**config.mk**
```make
export PLATFORM = sky130hd
export DESIGN_NAME = register_cache_allocator_core
export DESIGN_NICKNAME = d
export VERILOG_FILES = /design/src/rtl/rca_pkg.sv /design/src/rtl/rca_front.sv /design/src/rtl/rca_back.sv /design/src/rtl/register_cache_allocator_core.sv
export SDC_FILE = /design/constraint.sdc
export NUM_CORES = 2
export LEC_CHECK = 0
export BUFFER_PORTS_ARGS = -buffer_cell sky130_fd_sc_hd__buf_2
export CORE_ASPECT_RATIO = 1.5
export CORE_MARGIN = 5
export CORE_UTILIZATION = 40
export CTS_CLUSTER_DIAMETER = 100
export CTS_CLUSTER_SIZE = 30
export DETAILED_ROUTE_END_ITERATION = 10
export PLACE_DENSITY_LB_ADDON = 0.08
export SYNTH_ARGS = -nofsm -noshare
export SYNTH_HDL_FRONTEND = slang
export SYNTH_SLANG_ARGS = --single-unit
```
**constraint.sdc**
```tcl
create_clock -name clk -period 9.5 [get_ports clk]
set_clock_uncertainty 0.05 [all_clocks]
set_input_delay 0.475 -clock clk [delete_from_list [all_inputs] [get_ports clk]]
set_output_delay 0.475 -clock clk [all_outputs]
set_load 0.1 [all_outputs]
```
**src/rtl/rca_pkg.sv**
```systemverilog
// Shared types and codes for the register cache allocator.
// No dependencies; every other file imports this package.
`default_nettype none

package rca_pkg;

    // Record kinds
    localparam logic [2:0] KIND_SPILL    = 3'd0;
    localparam logic [2:0] KIND_MOVE     = 3'd1;
    localparam logic [2:0] KIND_RESTORE  = 3'd2;
    localparam logic [2:0] KIND_ASSIGNED = 3'd3;
    localparam logic [2:0] KIND_ERROR    = 3'd4;

    // Request actions
    localparam logic ACT_ANY  = 1'b0;
    localparam logic ACT_BIND = 1'b1;

    // Input item
    typedef struct packed {
        logic       action;
        logic [6:0] vreg;
        logic [3:0] target_reg;
    } req_t;

    // Result item
    typedef struct packed {
        logic [2:0] kind;
        logic [3:0] phys_reg;
        logic [3:0] source_reg;
        logic [6:0] slot;
        logic [6:0] owner_vreg;
        logic       last;
    } rsp_t;

    // Classified request handed from front to back
    typedef struct packed {
        logic       err;
        logic       action;
        logic [6:0] vreg;
        logic [3:0] target_reg;
    } cmd_t;

    // Queue head as seen by the back end
    typedef struct packed {
        logic valid;
        cmd_t cmd;
    } cmd_head_t;

endpackage

`default_nettype wire

```
**src/rtl/rca_front.sv**
```systemverilog
// Front end: accepts requests, classifies errors and queues them.
// Depends on rca_pkg.
`default_nettype none

module rca_front #(
    parameter int NUM_VIRT = 128,
    parameter int NUM_PHYS = 9
) (
    input  wire logic              clk,
    input  wire logic              rst_n,
    input  wire logic              in_valid,
    output logic                   in_stall,
    input  wire rca_pkg::req_t     in_data,
    output rca_pkg::cmd_head_t     head,
    input  wire logic              pop
);
    import rca_pkg::*;

    localparam int VW = (NUM_VIRT > 2) ? $clog2(NUM_VIRT) : 1;
    localparam int CW = ((VW > 7) ? VW : 7) + 1;
    localparam int TW = (($clog2(NUM_PHYS + 1) > 4) ? $clog2(NUM_PHYS + 1) : 4) + 1;

    cmd_t       q_reg [2];
    logic       wr_ptr_reg;
    logic       rd_ptr_reg;
    logic [1:0] count_reg;
    logic       push;
    cmd_t       cls;

    // Classify the incoming item
    always_comb
    begin
        cls.action     = in_data.action;
        cls.vreg       = in_data.vreg;
        cls.target_reg = in_data.target_reg;
        cls.err = (in_data.vreg == 7'd0)
               || (CW'(in_data.vreg) >= CW'(NUM_VIRT))
               || ((in_data.action == ACT_BIND)
                   && ((in_data.target_reg == 4'd0)
                       || (TW'(in_data.target_reg) > TW'(NUM_PHYS))));
    end

    assign in_stall   = (count_reg == 2'd2);
    assign push       = in_valid && !in_stall;
    assign head.valid = (count_reg != 2'd0);
    assign head.cmd   = q_reg[rd_ptr_reg];

    // Hold queued items
    always_ff @(posedge clk)
    begin
        if (push)
        begin
            q_reg[wr_ptr_reg] <= cls;
        end
    end

    // Advance pointers and count
    always_ff @(posedge clk or negedge rst_n)
    begin
        if (!rst_n)
        begin
            wr_ptr_reg <= 1'b0;
            rd_ptr_reg <= 1'b0;
            count_reg  <= 2'd0;
        end
        else
        begin
            if (push)
            begin
                wr_ptr_reg <= !wr_ptr_reg;
            end
            if (pop)
            begin
                rd_ptr_reg <= !rd_ptr_reg;
            end
            count_reg <= count_reg + 2'(push) - 2'(pop);
        end
    end

    a_no_pop_empty: assert property (@(posedge clk) disable iff (!rst_n)
        pop |-> count_reg != 2'd0) else $error("pop from empty queue");
    a_no_push_full: assert property (@(posedge clk) disable iff (!rst_n)
        count_reg == 2'd2 |-> !push) else $error("push into full queue");
    a_count_range: assert property (@(posedge clk) disable iff (!rst_n)
        count_reg != 2'd3) else $error("queue count overflow");

endmodule

`default_nettype wire

```
**src/rtl/rca_back.sv**
```systemverilog
// Back end: sequences one request at a time over the vreg table and the
// physical register file, emitting spill, move, restore, assigned and error records.
// Depends on rca_pkg.
`default_nettype none

module rca_back #(
    parameter int NUM_VIRT = 128,
    parameter int NUM_PHYS = 9
) (
    input  wire logic               clk,
    input  wire logic               rst_n,
    input  wire rca_pkg::cmd_head_t head,
    output logic                    pop,
    output logic                    out_valid,
    input  wire logic               out_stall,
    output rca_pkg::rsp_t           out_data
);
    import rca_pkg::*;

    localparam int VW = (NUM_VIRT > 2) ? $clog2(NUM_VIRT) : 1;
    localparam int PW = $clog2(NUM_PHYS + 1);

    typedef enum logic [2:0] {S_IDLE, S_RDV, S_RDW, S_MV, S_ASG, S_ERR} state_t;

    typedef struct packed {
        logic [PW-1:0] home;
        logic [6:0]    slot;
    } ventry_t;

    // Vreg table, one write and one read port
    ventry_t        mem [NUM_VIRT];
    logic [NUM_VIRT-1:0] vld_reg;
    ventry_t        rd_data_reg;
    logic           rd_vld_reg;
    logic [VW-1:0]  rd_addr;
    logic           mem_we;
    logic [VW-1:0]  mem_waddr;
    ventry_t        mem_wdata;

    state_t         state_reg;
    cmd_t           cur_reg;
    logic [PW-1:0]  p_reg;
    logic [PW-1:0]  home_v_reg;
    logic [6:0]     slot_v_reg;
    logic [6:0]     w_reg;
    logic [6:0]     owner_reg [NUM_PHYS+1];
    logic [31:0]    last_use_reg [NUM_PHYS+1];
    logic [31:0]    use_cnt_reg;
    logic [6:0]     next_slot_reg;
    logic           out_valid_reg;
    rsp_t           out_reg;

    logic [PW-1:0]  rd_home;
    logic [6:0]     rd_slot;
    logic           free_found;
    logic [PW-1:0]  free_idx;
    logic           vic_found;
    logic [PW-1:0]  vic_idx;
    logic [PW-1:0]  p_pick;
    logic [6:0]     owner_pick;
    logic           out_free;
    logic           mv_emit;
    logic [6:0]     slot_w;

    assign out_free  = !out_valid_reg || !out_stall;
    assign out_valid = out_valid_reg;
    assign out_data  = out_reg;
    assign pop       = (state_reg == S_IDLE) && head.valid;
    assign mv_emit   = (home_v_reg != '0) || (slot_v_reg != 7'd0);

    // Decode table read and scan the physical registers
    always_comb
    begin
        rd_home    = rd_vld_reg ? rd_data_reg.home : '0;
        rd_slot    = rd_vld_reg ? rd_data_reg.slot : 7'd0;
        free_found = 1'b0;
        free_idx   = PW'(1);
        vic_found  = 1'b0;
        vic_idx    = PW'(1);
        for (int i = NUM_PHYS; i >= 1; i--)
        begin
            if (owner_reg[i] == 7'd0)
            begin
                free_found = 1'b1;
                free_idx   = PW'(i);
            end
            if ((owner_reg[i] != 7'd0)
                && ((use_cnt_reg - last_use_reg[i]) >= 32'(NUM_PHYS)))
            begin
                vic_found = 1'b1;
                vic_idx   = PW'(i);
            end
        end
        if (cur_reg.action == ACT_BIND)
        begin
            p_pick = PW'(cur_reg.target_reg);
        end
        else if (rd_home != '0)
        begin
            p_pick = rd_home;
        end
        else if (free_found)
        begin
            p_pick = free_idx;
        end
        else
        begin
            p_pick = vic_found ? vic_idx : PW'(1);
        end
        owner_pick = owner_reg[p_pick];
        slot_w     = (rd_slot != 7'd0) ? rd_slot : next_slot_reg;
    end

    // Select table address and write data
    always_comb
    begin
        rd_addr   = VW'(cur_reg.vreg);
        mem_we    = 1'b0;
        mem_waddr = VW'(cur_reg.vreg);
        mem_wdata = '{home: '0, slot: slot_w};
        unique case (state_reg)
            S_IDLE: rd_addr = VW'(head.cmd.vreg);
            S_RDV:  rd_addr = VW'(owner_pick);
            S_RDW:
            begin
                rd_addr   = VW'(w_reg);
                mem_we    = out_free;
                mem_waddr = VW'(w_reg);
                mem_wdata = '{home: '0, slot: slot_w};
            end
            S_MV:
            begin
                mem_we    = !mv_emit || out_free;
                mem_wdata = '{home: p_reg, slot: slot_v_reg};
            end
            S_ASG, S_ERR: rd_addr = VW'(cur_reg.vreg);
            default: rd_addr = VW'(cur_reg.vreg);
        endcase
    end

    // Table storage and registered read
    always_ff @(posedge clk)
    begin
        if (mem_we)
        begin
            mem[mem_waddr] <= mem_wdata;
        end
        rd_data_reg <= mem[rd_addr];
    end

    // Table entry valid bits
    always_ff @(posedge clk or negedge rst_n)
    begin
        if (!rst_n)
        begin
            vld_reg    <= '0;
            rd_vld_reg <= 1'b0;
        end
        else
        begin
            rd_vld_reg <= vld_reg[rd_addr] && !(mem_we && (mem_waddr == rd_addr));
            if (mem_we)
            begin
                vld_reg[mem_waddr] <= 1'b1;
            end
        end
    end

    // Sequencer
    always_ff @(posedge clk or negedge rst_n)
    begin
        if (!rst_n)
        begin
            state_reg     <= S_IDLE;
            cur_reg       <= '0;
            p_reg         <= '0;
            home_v_reg    <= '0;
            slot_v_reg    <= 7'd0;
            w_reg         <= 7'd0;
            use_cnt_reg   <= 32'd1;
            next_slot_reg <= 7'd1;
            out_valid_reg <= 1'b0;
            out_reg       <= '0;
            for (int i = 0; i <= NUM_PHYS; i++)
            begin
                owner_reg[i]    <= 7'd0;
                last_use_reg[i] <= 32'd0;
            end
        end
        else
        begin
            if (out_valid_reg && !out_stall)
            begin
                out_valid_reg <= 1'b0;
            end
            unique case (state_reg)
                S_IDLE:
                begin
                    if (head.valid)
                    begin
                        cur_reg   <= head.cmd;
                        state_reg <= head.cmd.err ? S_ERR : S_RDV;
                    end
                end
                S_RDV:
                begin
                    p_reg      <= p_pick;
                    home_v_reg <= rd_home;
                    slot_v_reg <= rd_slot;
                    w_reg      <= owner_pick;
                    if (rd_home == p_pick)
                    begin
                        state_reg <= S_ASG;
                    end
                    else if (owner_pick != 7'd0)
                    begin
                        state_reg <= S_RDW;
                    end
                    else
                    begin
                        state_reg <= S_MV;
                    end
                end
                S_RDW:
                begin
                    if (out_free)
                    begin
                        if (rd_slot == 7'd0)
                        begin
                            next_slot_reg <= (next_slot_reg == 7'd127) ? 7'd1
                                                                        : next_slot_reg + 7'd1;
                        end
                        out_valid_reg      <= 1'b1;
                        out_reg            <= '0;
                        out_reg.kind       <= KIND_SPILL;
                        out_reg.phys_reg   <= 4'(p_reg);
                        out_reg.slot       <= slot_w;
                        out_reg.owner_vreg <= w_reg;
                        owner_reg[p_reg]   <= 7'd0;
                        state_reg          <= S_MV;
                    end
                end
                S_MV:
                begin
                    if (!mv_emit || out_free)
                    begin
                        if (mv_emit)
                        begin
                            out_valid_reg      <= 1'b1;
                            out_reg            <= '0;
                            out_reg.phys_reg   <= 4'(p_reg);
                            out_reg.owner_vreg <= cur_reg.vreg;
                            if (home_v_reg != '0)
                            begin
                                out_reg.kind       <= KIND_MOVE;
                                out_reg.source_reg <= 4'(home_v_reg);
                            end
                            else
                            begin
                                out_reg.kind <= KIND_RESTORE;
                                out_reg.slot <= slot_v_reg;
                            end
                        end
                        if (home_v_reg != '0)
                        begin
                            owner_reg[home_v_reg] <= 7'd0;
                        end
                        owner_reg[p_reg] <= cur_reg.vreg;
                        state_reg        <= S_ASG;
                    end
                end
                S_ASG:
                begin
                    if (out_free)
                    begin
                        out_valid_reg       <= 1'b1;
                        out_reg             <= '0;
                        out_reg.kind        <= KIND_ASSIGNED;
                        out_reg.phys_reg    <= 4'(p_reg);
                        out_reg.owner_vreg  <= cur_reg.vreg;
                        out_reg.last        <= 1'b1;
                        last_use_reg[p_reg] <= use_cnt_reg;
                        use_cnt_reg         <= use_cnt_reg + 32'd1;
                        state_reg           <= S_IDLE;
                    end
                end
                S_ERR:
                begin
                    if (out_free)
                    begin
                        out_valid_reg      <= 1'b1;
                        out_reg            <= '0;
                        out_reg.kind       <= KIND_ERROR;
                        out_reg.owner_vreg <= cur_reg.vreg;
                        out_reg.last       <= 1'b1;
                        state_reg          <= S_IDLE;
                    end
                end
                default: state_reg <= S_IDLE;
            endcase
        end
    end

    a_err_last: assert property (@(posedge clk) disable iff (!rst_n)
        out_valid_reg && out_reg.kind == KIND_ERROR |-> out_reg.last)
        else $error("error record not last");
    a_asg_owner: assert property (@(posedge clk) disable iff (!rst_n)
        state_reg == S_ASG |-> owner_reg[p_reg] == cur_reg.vreg)
        else $error("assigned register not owned by request");
    a_stamp: assert property (@(posedge clk) disable iff (!rst_n)
        state_reg == S_ASG && out_free |=> use_cnt_reg == $past(use_cnt_reg) + 32'd1)
        else $error("use counter not advanced");
    a_slot_nz: assert property (@(posedge clk) disable iff (!rst_n)
        next_slot_reg != 7'd0) else $error("slot counter hit zero");

endmodule

`default_nettype wire

```
**src/rtl/register_cache_allocator_core.sv**
```systemverilog
// Register cache allocator: maps virtual registers onto NUM_PHYS physical
// registers, spilling the lowest-index register whose last use is at least
// NUM_PHYS references old. Each request yields one to three records, the last
// flagged. A request whose vreg or target is out of range goes from pop straight to
// its error record in the back end; other requests walk pop, table read, optional
// owner read for a spill, optional move/restore and assigned, one step per cycle
// unless the output stalls; the order is set by the single read port of the vreg table.
// A two-entry queue lets requests be taken while the back end works.
// Depends on rca_pkg, rca_front, rca_back.
`default_nettype none

module register_cache_allocator_core #(
    parameter int NUM_VIRT = 128,
    parameter int NUM_PHYS = 9
) (
    input  wire logic           clk,
    input  wire logic           rst_n,
    input  wire logic           in_valid,
    output logic                in_stall,
    input  wire rca_pkg::req_t  in_data,
    output logic                out_valid,
    input  wire logic           out_stall,
    output rca_pkg::rsp_t       out_data
);
    import rca_pkg::*;

    cmd_head_t head;
    logic      pop;

    rca_front #(.NUM_VIRT(NUM_VIRT), .NUM_PHYS(NUM_PHYS)) u_front (
        .clk      (clk),
        .rst_n    (rst_n),
        .in_valid (in_valid),
        .in_stall (in_stall),
        .in_data  (in_data),
        .head     (head),
        .pop      (pop)
    );

    rca_back #(.NUM_VIRT(NUM_VIRT), .NUM_PHYS(NUM_PHYS)) u_back (
        .clk       (clk),
        .rst_n     (rst_n),
        .head      (head),
        .pop       (pop),
        .out_valid (out_valid),
        .out_stall (out_stall),
        .out_data  (out_data)
    );

endmodule

`default_nettype wire

```
; Word-level counts from Yosys, hierarchy flattened
; Memories as Yosys holds them, arrays and structs flattened. A register that Yosys moved wholly into a read port is not among the register bits.
; Index checks and enable logic that the tools add are counted.
; W data, S select, Z words.
[totals]
ff_bits = 626
mem_bits_rw = 1434
out_inout_bits = 28
word_cells = 262
memories = 2
[memory_table]
columns = name, words, word_bits, read_ports, rd_ports_with_merged_regs, wr, line_no
row1 = u_back.mem, 128, 11, 1, 1, 1, rca_back.sv:31  ; ventry_t mem [NUM_VIRT];
row2 = u_front.q_reg, 2, 13, 1, 0, 1, rca_front.sv:23  ; cmd_t q_reg [2];
[op_classes]
add_sub_neg = 13
n_lt_le_gt_ge = 18
n_eq_ne = 16
mux = 95
n_bitwise = 8
reduce_logical = 68
[op_table]
columns = op, n
row1 = $mux W70, 5
row2 = $bwmux W320, 1
row3 = $ge A32 B4 Y1 const B, 9
row4 = $sub A32 B32 Y32, 9
row5 = $and A70 B70 Y70, 2
row6 = $not A70 Y70, 2
row7 = $pmux W70 S2, 1
row8 = $mux W26, 5
row9 = $demux W32 S4, 1
row10 = $or A128 B128 Y128, 1
row11 = $pmux W26 S4, 1
row12 = $mux W4, 24
row13 = $reduce_bool A7 Y1, 12
row14 = $logic_not A7 Y1, 11
row15 = $bwmux W70, 1
row16 = $mux W7, 9
row17 = $demux W7 S4, 2
row18 = $add A32 B1 Y32 const B, 1
row19 = $mux W32, 1
row20 = $mux W1, 29
row21 = $bmux W7 S4, 1
row22 = $pmux W7 S3, 1
row23 = $logic_and A1 B1 Y1, 18
row24 = $mux W3, 6
row25 = 35 further kinds, 65

; Logic depth before layout (Yosys ltp)
[logic_depth]
depth_word = 25
depth_mapped = 32
ltp_nobuf = 24

; By module
; A second synthesis with hierarchy kept.
[unflattened]
hier_cells = 8698
hier_area_um2 = 101458.6
[by_module_without_submodules]
columns = module, n_inst, cells_per_inst, area_each_um2
row1 = rca_back, 1, 8636, 100286.2
row2 = rca_front, 1, 62, 1172.4

; Least setup slack after synthesis
; Ideal clock, no wire load.
[synth_path]
path_kind = register -> register
startpoint = register u_back.use_cnt_reg[1]
endpoint = register u_back.rd_data_reg[7] (netlist name)
setup_ns = 0.088
arrival_time_ns = 6.935
t_required_ns = 9.362
slack_ns = 2.427
stages_incl_launch_ff = 28
path_buffers = 4
period_less_slack_ns = 7.073
path_cell_list = dfrtp_1 -> inv_1 -> clkbuf_1 -> fa_1 -> and4b_1 -> nand3_1 -> a211oi_1 -> o22ai_1 -> or4_1 -> a311o_1 -> or4_1 -> nor4_1 -> a31oi_1 -> a211o_1 -> o41ai_4 -> nand2_1 -> clkinv_1 -> a31oi_1 -> o31a_2 -> buf_6 -> buf_12 -> buf_12 -> mux2i_1 -> o22ai_1 -> nor4_1 -> a211o_1 -> or4_1 -> nor4_2
[synth_between]
elab_chain_len = 21
elab_cells_between_ends = 54
classes_between = add/sub (9) / order compare (9) / mux (26) / bitwise (1) / reduce/logical (9)
[synth_rtl]
columns = item, line_no
row1 = from (decl), rca_back.sv:48  ; logic [31:0] use_cnt_reg;
row2 = from (signal assigned), rca_back.sv:283  ; use_cnt_reg <= use_cnt_reg + 32'd1;
row3 = $sub A32 B32 Y32, rca_back.sv:88  ; && ((use_cnt_reg - last_use_reg[i]) >= 32'(NUM_PHYS)))
row4 = $ge A32 B4 Y1, rca_back.sv:88
row5 = $logic_and A1 B1 Y1, rca_back.sv:88
row6 = $mux W1 / $mux W4 (equally long branches) (9 in series), rca_back.sv:87  ; if ((owner_reg[i] != 7'd0)
row7 = $mux W4 *, rca_back.sv:108  ; p_pick = vic_found ? vic_idx : PW'(1);
row8 = $mux W4 *, rca_back.sv:102  ; else if (free_found)
row9 = $mux W4 *, rca_back.sv:98  ; else if (rd_home != '0)
row10 = $mux W4 *, rca_back.sv:94  ; if (cur_reg.action == ACT_BIND)
row11 = $not A4 Y5 (implied by the code) *, rca_back.sv:110  ; owner_pick = owner_reg[p_pick];
row12 = $bmux W7 S4 *, rca_back.sv:110
row13 = $mux W7 (implied by the code) * (2 in series), rca_back.sv:110
row14 = $pmux W7 S3 *, rca_back.sv:121  ; unique case (state_reg)
; Every way passes the cells marked *; elsewhere a longest branch is shown, timed or not. The select of a mux whose other input is x is not followed.
; A chain may end at the register's enable or synchronous reset.

; Final worst setup path
[layout_path]
startpoint = register u_back.use_cnt_reg[0]
endpoint = register u_back.rd_data_reg[1] (netlist name)
[layout_between]
elab_chain_len = 21
elab_cells_between_ends = 54
classes_between = add/sub (9) / order compare (9) / mux (26) / bitwise (1) / reduce/logical (9)
[layout_rtl]
columns = item, line_no
row1 = $sub A32 B32 Y32, rca_back.sv:88
row2 = $ge A32 B4 Y1, rca_back.sv:88
row3 = $logic_and A1 B1 Y1, rca_back.sv:88
row4 = $mux W1 / $mux W4 (equally long branches) (9 in series), rca_back.sv:87
row5 = $mux W4 *, rca_back.sv:108
row6 = $mux W4 *, rca_back.sv:102
row7 = $mux W4 *, rca_back.sv:98
row8 = $mux W4 *, rca_back.sv:94
row9 = $not A4 Y5 (implied by the code) *, rca_back.sv:110
row10 = $bmux W7 S4 *, rca_back.sv:110
row11 = $mux W7 (implied by the code) * (2 in series), rca_back.sv:110
row12 = $pmux W7 S3 *, rca_back.sv:121
; Marks and branches as above.

==> flow_metrics.env <==
export IMPL_grtUsageTotal=0.2786
export IMPL_regToRegStartpoint="u_back.use_cnt_reg[0]$_DFFE_PN1P_"
export IMPL_worstHoldPathType="in2reg"
export IMPL_dp_cells=12770
export IMPL_start_util=0.4012
export IMPL_seq_area_sq_um=58150
export IMPL_htreeDepth=3
export IMPL_ctsRootBufferMaster="clkbuf_16"
export IMPL_synthCells=9259
export IMPL_netlist_top_cell_by_area="edfxtp_1"
export IMPL_stdcell_count=12950
export IMPL_critPathArrivalTime_ns=9.90
export IMPL_first_global_vias=75510
export IMPL_timing_slew_headroom=-0.03438
export IMPL_final_setup_worst_slack_ns=0.2211
export IMPL_crit_start="u_back.use_cnt_reg[0]$_DFFE_PN1P_"
export IMPL_place_ws_ns=0.2180
export IMPL_synth_mux_area_frac=0.07933
export IMPL_p_leak_nw=45.77
export IMPL_violations="capacitance limit, slew limit"
export IMPL_cts_clk_slew_worst_paths_ns=0.12
export IMPL_drt_iter0_markers=6694
export IMPL_row_count=228
export IMPL_antenna_found_initial=13
export IMPL_syn_to_final_growth_pct=9.581
export IMPL_synthAdderAreaFrac=0.03608
export IMPL_startpoint_type="flop"
export IMPL_grt_max_degree=133
export IMPL_maxCapViolations=2
export IMPL_core_area_sq_um=257000
export IMPL_grt_pass1_wl_mm=547.4
export IMPL_r2r_slack_ns=0.22
export IMPL_synthArstFlopShare=0.2913
export IMPL_hold_viol=0
export IMPL_drc=0
export IMPL_fin_crit_sh=0.9767
export IMPL_tightestPinTransition_ns=1.532
export IMPL_via_per_inst=5.887
export IMPL_syn_nets=9567
export IMPL_period_minus_slack_ns=9.279
export IMPL_yosysWarnings=0
export IMPL_path_max_fanout=8
export IMPL_whs_path_depth=3
export IMPL_synthTopCellsByArea="edfxtp_1, dfrtp_1, nand2_1"
export IMPL_finalNetCount=9728
export IMPL_synth_compound_area_frac=0.1283
export IMPL_fillCellCount=24260
export IMPL_vdd_drop_max_v=0.0003576
export IMPL_clock_sinks=2039
export IMPL_max_clock_freq_mhz=107.8
export IMPL_tritoncts="done"
export IMPL_yosys_area_share_simple=0.1412
export IMPL_ys_seq_area_frac=0.5639
export IMPL_clockBufferDepth=3
export IMPL_required_ns=10.12
export IMPL_yosys_area_share_xor_xnor=0.01308
export IMPL_via_count=76220
export IMPL_status="complete, but fails checks"
export IMPL_largest_reg_flops=1408
export IMPL_path_buf_inv=4
export IMPL_crit_slowest_cell="o41ai_1"
export IMPL_wl_mm=384.5
export IMPL_synthDominantCellAreaShare=0.4176
export IMPL_min_from="in_valid"
export IMPL_rsz0062_at_grt="false"
export IMPL_first_pass_iters=8
export IMPL_syn_area_per_cell_sq_um=11.14
export IMPL_rr_worst_depth=25
export IMPL_clock_latency_ns=0.78
export IMPL_finalSetupViolCount=0
export IMPL_holdPathEnd="u_front.wr_ptr_reg$_DFFE_PN0P_"
export IMPL_dieHeight_um=631.9
export IMPL_crit_type="reg2reg"
export IMPL_end_kind="flop"
export IMPL_critical_path_max_stage_delay_ns=1.21
export IMPL_hpwl_mm=278.5
export IMPL_ant_nets=0
export IMPL_io_buffers=43
export IMPL_routedWlPerCell_um=29.70
export IMPL_synth_enable_flop_cells=1434
export IMPL_synth_cell_types=112
export IMPL_overflow=0
export IMPL_drive_above_1_share=0.1349
export IMPL_slew_violations=3
export IMPL_synth_top_family_by_area="simple AND/OR/NAND/NOR gates"
export IMPL_numCtsBuffers=83
export IMPL_timing_rr_end="u_back.rd_data_reg[1]$_DFF_P_"
export IMPL_synth_area_sq_um=103100
export IMPL_ys_flop_type="edfxtp_1"
export IMPL_die_area_sq_um=268300
export IMPL_hold_slack_ns=0.07305
export IMPL_powerDensity_nw_per_um2=399.9
export IMPL_crit_family="compound AO/OA/AOI/OAI gates"
export IMPL_synth_seq_cells=2039
export IMPL_multiInputGateArea_sq_um=41390
export IMPL_gp_congestion=0.9720
export IMPL_boundaryPins=44
export IMPL_die_w_um=424.6
## how the worst max path moves through the flow
stage,to,cells past startpoint
final,u_back.rd_data_reg[1]$_DFF_P_,25
after global routing,u_back.rd_data_reg[1]$_DFF_P_,26
after CTS,u_back.rd_data_reg[1]$_DFF_P_,24
after detailed placement,u_back.rd_data_reg[1]$_DFF_P_,24
after global placement,u_back.rd_data_reg[1]$_DFF_P_,23
after floorplan,u_back.rd_data_reg[7]$_DFF_P_,27
## cells by family after synthesis
| kind of cell | count (synthesis) |
|---|---|
| adders and majority gates | 292 |
| buffers and inverters | 896 |
| xor gates and xnor gates | 154 |
| AOI/OAI and AO/OA | 2022 |
| DFF | 2039 |
| and+or+nand+nor | 3085 |
| muxes | 771 |
## what timing repair did
item                       in CTS  in global routing
resized for setup               0                  9
hold buffers                   13                  0
setup buffers                   0                  0
setup endpoints to repair       0                 11
hold endpoints to repair      113                  0
## synth_stat cells (63+ instances only)
cell type	count
and3_1	154
o21ai_0	360
edfxtp_1	1434
o22ai_1	94
clkbuf_1	303
xor2_1	69
xnor2_1	85
nor4_1	86
ha_1	283
o211ai_1	87
nand2_1	1338
mux2i_1	422
a21o_1	64
dfrtp_1	592
buf_2	99
a31oi_1	63
nand3_1	254
nand4_1	111
a21oi_1	636
nand2b_1	67
nor3_1	140
inv_1	390
nor2_1	502
a22o_1	63
or2_2	148
mux2_2	345
## metal layers
metal / GRT usage / wire (um) / up-vias
met1: 0.3032 / 138300 / 38480
met4: 0.1890 / 33000 / 2
met3: 0.02938 / 15870 / 820
met5: 0 / 13 / -
met2: 0.5085 / 197300 / 2420
li1: - / - / 34500
## power by group
group | internal, mW | switching (mW)
Sequential | 11.2 | 0.639
Clock | 1.83 | 2.97
Combinational | 9.33 | 19.2
## final cells by class
cell class,count,area share
flip-flops and latches,2039,0.5146
diodes,8,0.0001772
repair buffers,580,0.04438
multi-input cells,6324,0.3662
clock buffers,133,0.02051
clock inverters,21,0.002912
inverters,392,0.01302
well taps,3450,0.03820
## per-stage QoR
stage / utilization / total power, mW / cell area (sq um) / setup TNS [ns]
6_report: 0.4396 / 45.19 / 113000 / 0
5_1_grt: 0.4396 / 46.90 / 113000 / 0
4_1_cts: 0.4394 / 45.21 / 112900 / 0
3_5_place_dp: 0.4286 / 40.37 / 110200 / 0
3_3_place_gp: 0.4285 / 40.36 / 110100 / -0.7691
2_1_floorplan: - / 27.25 / 103100 / 0
## worst register-to-register path: stages (launching register included)
cell,delay (ns)
dfstp_2,0.57
inv_1,0.27
ha_1,0.35
fa_1,0.44
and4b_1,0.27
nand3_1,0.09
a211oi_1,0.25
o22ai_1,0.14
or4_1,0.56
a311o_1,0.28
or4_1,0.56
nor4_1,0.37
a31oi_1,0.40
a211o_1,0.45
o41ai_4,0.58
buf_4,0.24
or2_1,0.26
inv_1,0.15
a31oi_2,0.49
nand2b_1,0.18
nor2_2,0.20
buf_4,0.23
o31ai_1,0.18
o41ai_1,1.21
or3_1,0.35
nor4_2,0.08
## cells in the final DEF, fill, tap and decap left out, types with 29 or more instances in the layout
master	n
o21ai_0	358
clkbuf_16	85
a2111oi_0	30
nor4_1	80
dfrtp_1	592
nand2b_1	67
or4_1	39
o22ai_1	94
clkbuf_1	47
nand3_1	250
nand4_1	111
nor3_1	137
nor2_1	491
nand2_1	1335
or2_2	148
xnor2_1	85
and3_1	150
a31oi_1	61
mux2_2	345
o2111ai_1	46
and2_1	29
ha_1	283
a211oi_1	51
or3_1	60
a22o_1	63
o211ai_1	87
o21a_1	62
o221ai_1	34
xor2_1	69
mux2i_1	421
a21oi_1	627
a21o_1	64
buf_2	43
inv_1	390
buf_4	464
nor2b_1	45
o31ai_1	52
edfxtp_1	1434
buf_12	58
No activity file was read; power rests on OpenSTA's default activity.
